## src/rtl/delimiter_stream_splitter_unit_assert.svh

```systemverilog
// Assertion macros for the delimiter stream splitter.
// No dependencies; the macros compile to nothing when SYNTHESIS is defined.
`ifndef DELIMITER_STREAM_SPLITTER_UNIT_ASSERT_SVH
`define DELIMITER_STREAM_SPLITTER_UNIT_ASSERT_SVH
`ifndef SYNTHESIS
// Same-cycle implication, checked outside reset.
`define DSS_ASSERT_NOW(lbl, clk, rst_n, ante, cons) \
	lbl: assert property (@(posedge clk) disable iff (!rst_n) (ante) |-> (cons)) \
		else $error("delimiter splitter assertion failed");
// Next-cycle implication, checked outside reset.
`define DSS_ASSERT_NEXT(lbl, clk, rst_n, ante, cons) \
	lbl: assert property (@(posedge clk) disable iff (!rst_n) (ante) |=> (cons)) \
		else $error("delimiter splitter assertion failed");
`else
`define DSS_ASSERT_NOW(lbl, clk, rst_n, ante, cons)
`define DSS_ASSERT_NEXT(lbl, clk, rst_n, ante, cons)
`endif
`endif

```

## src/rtl/dss_pkg.sv

```systemverilog
// Package of the delimiter stream splitter: payload types and register indexes.
// No dependencies.
package dss_pkg;

	// Input transaction: one message byte.
	typedef struct packed {
		logic [7:0] data_byte;
		logic       end_of_message;
	} in_item_t;

	// Output transaction: one segment.
	typedef struct packed {
		logic [15:0] segment_start;
		logic [15:0] segment_length;
		logic        final_segment;
	} out_item_t;

	// Configuration register indexes.
	localparam logic [1:0] REG_DELIMITER_BYTES  = 2'd0;
	localparam logic [1:0] REG_DELIMITER_LENGTH = 2'd1;
	localparam logic [1:0] REG_SEGMENT_LIMIT    = 2'd2;

	// Result queue depth; a power of two so the pointers wrap naturally.
	localparam int OUT_DEPTH = 4;

endpackage

```

## src/rtl/delimiter_stream_splitter_unit.sv

```systemverilog
// Delimiter stream splitter: one message byte per input transaction, 0 to 2 segments out.
// Results are written into the result queue when their byte is accepted; one byte per cycle is
// taken while the four-entry result queue has room for two segments.
// Throughput is bounded by the output port: an item with two results needs two output transactions.
// Reset (arst_n low, asynchronous) clears message state, registers and the queue pointers and fill count.
// Depends on dss_pkg and delimiter_stream_splitter_unit_assert.svh.
`include "delimiter_stream_splitter_unit_assert.svh"

module delimiter_stream_splitter_unit
	import dss_pkg::*;
#(
	parameter int MAX_DELIMITER_BYTES = 8
) (
	input  logic                             clk,
	input  logic                             arst_n,
	input  logic                             in_valid,
	output logic                             in_stall,
	input  in_item_t                         in_data,
	output logic                             out_valid,
	input  logic                             out_stall,
	output out_item_t                        out_data,
	input  logic                             write_en,
	input  logic [1:0]                       write_index,
	input  logic [63:0]                      write_data
);

	localparam int WIN_W = 8 * MAX_DELIMITER_BYTES;
	localparam int PTR_W = $clog2(OUT_DEPTH);
	localparam int CNT_W = $clog2(OUT_DEPTH + 1);
	localparam logic [3:0] MAX_LEN = 4'(MAX_DELIMITER_BYTES);
	localparam logic [CNT_W-1:0] ROOM_LIMIT = CNT_W'(OUT_DEPTH - 2);

	// Clamp a 17-bit position to 16 bits.
	function automatic logic [15:0] sat16(input logic [16:0] v);
		return v[16] ? 16'hFFFF : v[15:0];
	endfunction

	// Configuration registers.
	logic [WIN_W-1:0] delim_q;
	logic [3:0]       delim_len_q;
	logic [15:0]      seg_limit_q;

	// Message state.
	logic [WIN_W-1:0] recent_q;
	logic [15:0]      pos_q;
	logic [15:0]      seg_start_q;
	logic [15:0]      seg_count_q;
	logic             limit_q;

	// Result queue.
	out_item_t        queue_q [OUT_DEPTH];
	logic [PTR_W-1:0] wr_ptr_q;
	logic [PTR_W-1:0] rd_ptr_q;
	logic [CNT_W-1:0] count_q;

	logic             in_acc;
	logic             out_acc;
	logic [WIN_W-1:0] window;
	logic [3:0]       len_used;
	logic             hit;
	logic [16:0]      end_pos;
	logic [16:0]      len_ext;
	logic [16:0]      match_start;
	logic             match;
	logic [15:0]      count_inc;
	logic             limit_hit;
	logic [15:0]      start_after;
	logic [16:0]      tail_len;
	logic             tail_en;
	out_item_t        res_match;
	out_item_t        res_tail;
	out_item_t        push_first;
	logic [1:0]       push_cnt;

	assign in_acc    = in_valid && !in_stall;
	assign out_acc   = out_valid && !out_stall;
	assign in_stall  = count_q > ROOM_LIMIT;
	assign out_valid = count_q != '0;
	assign out_data  = queue_q[rd_ptr_q];

	// Shift the new byte into the match window.
	generate
		if (MAX_DELIMITER_BYTES == 1) begin : g_win_one
			assign window = in_data.data_byte;
		end else begin : g_win_many
			assign window = {recent_q[WIN_W-9:0], in_data.data_byte};
		end
	endgenerate

	// Delimiter length in use: zero counts as one, large values are clamped.
	always_comb begin
		if (delim_len_q == 4'd0) begin
			len_used = 4'd1;
		end else if (delim_len_q > MAX_LEN) begin
			len_used = MAX_LEN;
		end else begin
			len_used = delim_len_q;
		end
	end

	// Parallel compare of the window against the pattern for every length.
	always_comb begin
		logic ok;
		hit = 1'b0;
		for (int l = 1; l <= MAX_DELIMITER_BYTES; l++) begin
			ok = 1'b1;
			for (int k = 0; k < l; k++) begin
				if (delim_q[8*k +: 8] != window[8*(l-1-k) +: 8]) begin
					ok = 1'b0;
				end
			end
			if (len_used == 4'(l)) begin
				hit = ok;
			end
		end
	end

	// Segment arithmetic for the match and for the tail.
	always_comb begin
		end_pos     = {1'b0, pos_q} + 17'd1;
		len_ext     = {13'd0, len_used};
		match_start = end_pos - len_ext;
		match       = hit && (end_pos >= len_ext) && (match_start >= {1'b0, seg_start_q});
		count_inc   = (seg_count_q != 16'hFFFF) ? seg_count_q + 16'd1 : seg_count_q;
		limit_hit   = match && (seg_limit_q != 16'd0) && (count_inc == seg_limit_q);
		start_after = match ? sat16(end_pos) : seg_start_q;
		tail_len    = (end_pos >= {1'b0, start_after}) ? end_pos - {1'b0, start_after} : 17'd0;
		tail_en     = in_data.end_of_message && !limit_hit;

		res_match.segment_start  = seg_start_q;
		res_match.segment_length = sat16(match_start - {1'b0, seg_start_q});
		res_match.final_segment  = limit_hit;
		res_tail.segment_start   = start_after;
		res_tail.segment_length  = sat16(tail_len);
		res_tail.final_segment   = 1'b1;

		push_first = match ? res_match : res_tail;
		if (!in_acc || limit_q) begin
			push_cnt = 2'd0;
		end else begin
			push_cnt = 2'(match) + 2'(tail_en);
		end
	end

	// Configuration writes.
	always_ff @(posedge clk or negedge arst_n) begin
		if (!arst_n) begin
			delim_q     <= '0;
			delim_len_q <= 4'd1;
			seg_limit_q <= 16'd0;
		end else if (write_en) begin
			case (write_index)
				REG_DELIMITER_BYTES:  delim_q     <= write_data[WIN_W-1:0];
				REG_DELIMITER_LENGTH: delim_len_q <= write_data[3:0];
				REG_SEGMENT_LIMIT:    seg_limit_q <= write_data[15:0];
				default: ;
			endcase
		end
	end

	// Message state; the last byte returns everything to zero.
	always_ff @(posedge clk or negedge arst_n) begin
		if (!arst_n) begin
			recent_q    <= '0;
			pos_q       <= 16'd0;
			seg_start_q <= 16'd0;
			seg_count_q <= 16'd0;
			limit_q     <= 1'b0;
		end else if (in_acc) begin
			if (in_data.end_of_message) begin
				recent_q    <= '0;
				pos_q       <= 16'd0;
				seg_start_q <= 16'd0;
				seg_count_q <= 16'd0;
				limit_q     <= 1'b0;
			end else if (!limit_q) begin
				recent_q    <= window;
				pos_q       <= sat16(end_pos);
				seg_start_q <= start_after;
				limit_q     <= limit_hit;
				if (match) begin
					seg_count_q <= count_inc;
				end
			end
		end
	end

	// Result queue payload.
	always_ff @(posedge clk) begin
		if (push_cnt != 2'd0) begin
			queue_q[wr_ptr_q] <= push_first;
		end
		if (push_cnt == 2'd2) begin
			queue_q[wr_ptr_q + PTR_W'(1)] <= res_tail;
		end
	end

	// Result queue pointers and fill count.
	always_ff @(posedge clk or negedge arst_n) begin
		if (!arst_n) begin
			wr_ptr_q <= '0;
			rd_ptr_q <= '0;
			count_q  <= '0;
		end else begin
			wr_ptr_q <= wr_ptr_q + PTR_W'(push_cnt);
			if (out_acc) begin
				rd_ptr_q <= rd_ptr_q + PTR_W'(1);
			end
			count_q <= count_q + CNT_W'(push_cnt) - CNT_W'(out_acc);
		end
	end

	`DSS_ASSERT_NOW(a_queue_bound, clk, arst_n, 1'b1, count_q <= CNT_W'(OUT_DEPTH))
	`DSS_ASSERT_NOW(a_start_behind_pos, clk, arst_n, 1'b1, seg_start_q <= pos_q)
	`DSS_ASSERT_NOW(a_two_only_at_end, clk, arst_n, push_cnt == 2'd2,
		in_data.end_of_message && match)
	`DSS_ASSERT_NOW(a_dropped_silent, clk, arst_n, limit_q, push_cnt == 2'd0)
	`DSS_ASSERT_NEXT(a_end_clears, clk, arst_n, in_acc && in_data.end_of_message,
		pos_q == 16'd0 && seg_count_q == 16'd0 && !limit_q)

endmodule

```

## config.mk

```make
export PLATFORM = sky130hd
export DESIGN_NAME = delimiter_stream_splitter_unit
export DESIGN_NICKNAME = d
export VERILOG_FILES = /design/src/rtl/dss_pkg.sv /design/src/rtl/delimiter_stream_splitter_unit.sv
export VERILOG_INCLUDE_DIRS = /design/src /design/src/rtl
export SDC_FILE = /design/constraint.sdc
export NUM_CORES = 1
export LEC_CHECK = 0
export ABC_AREA = 1
export BUFFER_PORTS_ARGS = -buffer_cell sky130_fd_sc_hd__buf_2
export CAP_MARGIN = 20
export CORE_AREA = 2 2 196 198
export CTS_CLUSTER_DIAMETER = 60
export CTS_CLUSTER_SIZE = 30
export DETAILED_ROUTE_END_ITERATION = 6
export DIE_AREA = 0 0 198 200
export GPL_ROUTABILITY_DRIVEN = 1
export PLACE_DENSITY = 0.77
export SLEW_MARGIN = 15
export SYNTH_ARGS = -nofsm -noshare
export SYNTH_HDL_FRONTEND = slang
export SYNTH_SLANG_ARGS = --single-unit
```

## constraint.sdc

```tcl
create_clock -name clk -period 10.08 [get_ports clk]
set_input_delay 0.504 -clock clk [delete_from_list [all_inputs] [get_ports clk]]
set_output_delay 0.504 -clock clk [all_outputs]
set_load 0.02 [all_outputs]
```

* Yosys cells after proc, flatten, opt, wreduce, memory -nomap -nowiden
Memory sizes are Yosys's and may differ from the RTL's.
Index checks and enable logic that the tools add are counted.
** Cells by class
- $lt $le $gt $ge :: 5
- Eq/ne operators :: 50
- Mux-type cells :: 69
- Reduce and logical (&&, ||, !) cells :: 23
- Add/sub/neg operators :: 11
** Operators with widths (number)
- $ne A8 B8 Y1 :: 36
- $mux W16 :: 12
- $mux W56 :: 2
- $mux W1 :: 50
- $ge A17 B16 Y1 :: 2
- $sub A17 B16 Y17 :: 2
- $mux W33 :: 1
- $add A16 B1 Y17 const B :: 1
- $ge A17 B4 Y1 :: 1
- $mux W17 :: 1
- $sub A17 B4 Y17 :: 1
- $add A16 B1 Y16 const B :: 1
- $eq A16 B16 Y1 :: 1
- $eq A4 B3 Y1 const B :: 4
- $ne A16 B16 Y1 const B :: 1
- $reduce_bool A16 Y1 :: 1
- $eq A4 B2 Y1 const B :: 2
- $mux W4 :: 2
- $reduce_and A2 Y1 :: 4
- $logic_and A1 B1 Y1 :: 7
- $add A2 B1 Y2 const B :: 2
- $eq A2 B2 Y1 const B :: 2
- $eq A4 B1 Y1 const B :: 1
- $eq A4 B4 Y1 const B :: 1
- other kinds (16) :: 20
** Storage, ports and cells
- Word-level logic and storage cells :: 170
- Memories :: 1
- Input bits :: 80
- Output and inout bits :: 35
- Bits in writable memories :: 132
- Flip-flop bits (word level) :: 196
** Memory list
- queue_q :: words 4, width 33, rd ports 1, clocked after memory_dff 0, wr ports 2, RTL line delimiter_stream_splitter_unit.sv:51 : out_item_t queue_q [OUT_DEPTH];

* Logic depth before layout (Yosys ltp)
- Depth in word-level cells :: 23
- Gate-level depth with buffers :: 39
- Mapped depth without buffers :: 39

* Least setup slack after synthesis
Ideal clock, no wire load.
- Path type :: register -> register
- Start :: reg pos_q[0]
- End :: mem queue_q[0][10] (netlist name) (enable)
- Required time :: 9.612 ns
- Library setup time :: 0.468 ns
- Data arrival time :: 6.804 ns
- Clock period less this slack :: 7.272 ns
- Buffers on the path :: 1
- Slack :: 2.808 ns
- Stages on the path, launching flop included :: 31
- Cell sequence :: dfrtp_1 > ha_1 > xor2_1 > ha_1 > a21oi_1 > nand2_1 > nand2_1 > nand2_1 > nor3_2 > nand3_1 > nor3_1 > nand3_1 > xor2_1 > ha_1 > nand2_1 > nor2_1 > inv_1 > nor3_1 > a21oi_1 > nand4_4 > nand3_4 > buf_4 > inv_1 > a21oi_1 > ha_1 > inv_1 > nor2_1 > inv_1 > nor2_1 > inv_1 > o21ai_0
** RTL lines
- start, declared :: RTL line delimiter_stream_splitter_unit.sv:45 : logic [15:0] pos_q;
- start signal, assigned :: RTL line delimiter_stream_splitter_unit.sv:178 : pos_q <= sat16(end_pos);
- end, declared :: RTL line delimiter_stream_splitter_unit.sv:51

==> results.cfg <==
[hold_path]
min_path_type = input port to register
whs_endpoint = delim_q[35]$_DFFE_PN0P_
hp-start = write_data[35]
whs_path_depth = 2

[synthesis]
synth-simple-area-share = 0.307
synth_xor_area_frac = 0.0870
synth_top_family_by_area = simple AND/OR/NAND/NOR gates
synth_compound_area_frac = 0.0903
ys_warn_count = 0
synth_top_area_frac = 0.220
synth_area_per_cell_sq_um = 7.34
ys_seq_elements = 328
netlist_area_sq_mm = 0.0222
ys_types = 51
synth.area.top_cells = dfrtp_1 (22%), edfxtp_1 (17%), nand2_1 (15%)
synth_edf_count = 128
yosys.area.top_type = dfrtp_1
syn-num-nets = 3155
synth_top_flop_cell = dfrtp_1
muxShareOfSynthArea = 0.0147
synthCells = 3028
synth_seq_area_share = 0.397
synth_adder_area_share = 0.0278
synthTopCellsByCount = nand2_1 (913), nor2_1 (294), nand3_1 (268)
yosysMostFrequentCell = nand2_1
async_flop_share = 0.598

[sta]
whs_ns = 0.127
max_slew.worst_pin.slew_ns = 1.12
fin_worst_skew_ns = 0.0450
max_slew_margin = 0.254
period_share = 0.833
slew_viol_final = 0
rsz0062_at_grt = no
tns_ns = 0
layout_min_cycle_time_ns = 8.40
setup_viol = 0
hold_viol_final = 0
max_freq_mhz = 119

[layout]
area_growth_pct = 8.83
drive_gt1_frac = 0.0895
nNetsFinal = 3165
fin_area_sq_mm = 0.0242
stdcell_count = 3574
diodes = 0

[placed_design]
port_buffers = 114
placed_area_sq_mm = 0.0230
dp_cells = 3515
place.gp.congestion = 1.05
post-dp-hpwl_mm = 59.7

[clocking]
cts_buffer_depth = 3
h-tree-depth = 1
clkSinkCount = 328
clk_latency_ns = 0.64
path_clk_slew_ns = 0.08
cts_tree = done
cts_resized = 0
numCtsBuffers = 31
clockRootBuffer = clkbuf_16

[critical_path]
reg2reg_depth = 36
endpoint_kind = register
worst_path_largest_cell_delay_ns = 0.72
critical_path.most_common_cell = nand2_1
startpoint_type = register
cp_max_fo = 35
cp_slowest_cell = nand3_4
rrSetupSlack_ns = 1.68
cp.required_ns = 10.58
cp.arrival_ns = 8.90
r2r_start = pos_q[0]$_DFFE_PN0P_
crit_buf_inv = 1
crit_family = simple AND/OR/NAND/NOR gates
r2r-end = queue_q[3][16]$_DFFE_PP_
path_class = register to register

[grt]
grt_overflow_total = 0
grt_max_degree = 77
track_usage = 0.417
grt_pass1_vias = 20702
grt_pass1_wl_mm = 124
antenna_found_initial = 0

[die]
fp.dieW_um = 198
coreArea_sq_mm = 0.0374
fp.dieH_um = 200
ios = 115
initial_core_util = 0.594
dieArea_sq_mm = 0.0396
rows = 71

[routing]
wl_mm = 81.8
ant_nets = 0
routedWlPerCell_um = 22.9
drc = 0
viasPerCell = 6.11
num_vias = 21821
drtIter0Drc = 2424
drt_first_pass_iters = 6

[power_and_ir_drop]
power_density_mw_per_mm2 = 314
max-vdd-ir-drop_mv = 0.216
report.power.total_w = 0.00759
leakage_nw = 11.2

[flow_run]
drv_cap = 0

[run_status]
status = completed
metal layers:
metal	part of all wire	routed length (um)	track usage
met5	0	0	0
met4	0.070	5740	0.243
met3	0.10	8350	0.0669
met2	0.45	37100	0.680
met1	0.37	30700	0.530
power by group:
group | internal, W | switching (W)
Clock | 0.000658 | 0.000678
Combinational | 0.00127 | 0.00297
Sequential | 0.00161 | 0.000400
flip-flops by register name (all words and copies together) (netlist names):
register     count
queue_q        132
delim_q         64
recent_q        56
pos_q           16
seg_count_q     16
seg_limit_q     16
seg_start_q     16
delim_len_q      4
count_q          3
rd_ptr_q         2
wr_ptr_q         2
limit_q          1
cells in the final DEF, fill, tap and decap left out, drive strengths merged, types with 66 or more instances in the layout:
cell type  synthesis  final
a21oi             75     75
buf               49    134
nand3            272    272
xor2              92     92
o22ai            122    122
nand2            929    929
nor2             304    304
edfxtp           128    128
xnor2            128    128
dfrtp            195    195
o21ai            142    142
nand4             66     66
inv              265    281
through the flow:
| stage | utilization | setup WS (ns) |
|---|---|---|
| floorplan | - | 2.81 |
| global placement | 0.614 | 2.09 |
| detailed placement | 0.615 | 1.83 |
| CTS | 0.647 | 1.77 |
| global route | 0.647 | 0.887 |
| finish | 0.647 | 1.68 |
worst max-delay path by stage:
stage | end | from | cells after the start
finish | queue_q[3][16]$_DFFE_PP_ | pos_q[0]$_DFFE_PN0P_ | 36
global route | queue_q[3][16]$_DFFE_PP_ | pos_q[0]$_DFFE_PN0P_ | 36
CTS | queue_q[3][16]$_DFFE_PP_ | pos_q[0]$_DFFE_PN0P_ | 36
detailed placement | queue_q[3][16]$_DFFE_PP_ | pos_q[0]$_DFFE_PN0P_ | 36
global placement | queue_q[3][16]$_DFFE_PP_ | pos_q[0]$_DFFE_PN0P_ | 36
floorplan | queue_q[0][10]$_DFFE_PP_ | pos_q[0]$_DFFE_PN0P_ | 30
worst reg2reg max path, delay by kind of cell, from the launching register on:
family / cells / cell delay (ns)
compound gates: 4 / 1.23
xor+xnor: 2 / 0.41
fa+ha+maj: 4 / 1.31
buf+inv: 1 / 0.09
flops: 1 / 0.44
simple gates: 25 / 4.79
cell families after synthesis:
| logic type | Yosys count |
|---|---|
| AOI/OAI and AO/OA | 358 |
| xor gates and xnor gates | 220 |
| adders and majority gates | 47 |
| buffers and inverters | 430 |
| DFF | 328 |
| muxes | 29 |
| and+or+nand+nor | 1616 |
layout make-up:
cell class | instances | area [sq um]
fill | 3224 | 13200
multi-input combinational | 2270 | 11800
sequential | 328 | 8830
inverter | 271 | 1020
clock buffer | 32 | 779
timing repair buffer | 136 | 774
tap | 511 | 639
clock inverter | 26 | 402
timing repair:
item                                   CTS  global route
hold buffers                             1             0
buffers inserted                         0             0
endpoints found under the hold margin   54             0
(Power assumes the default switching activity.)
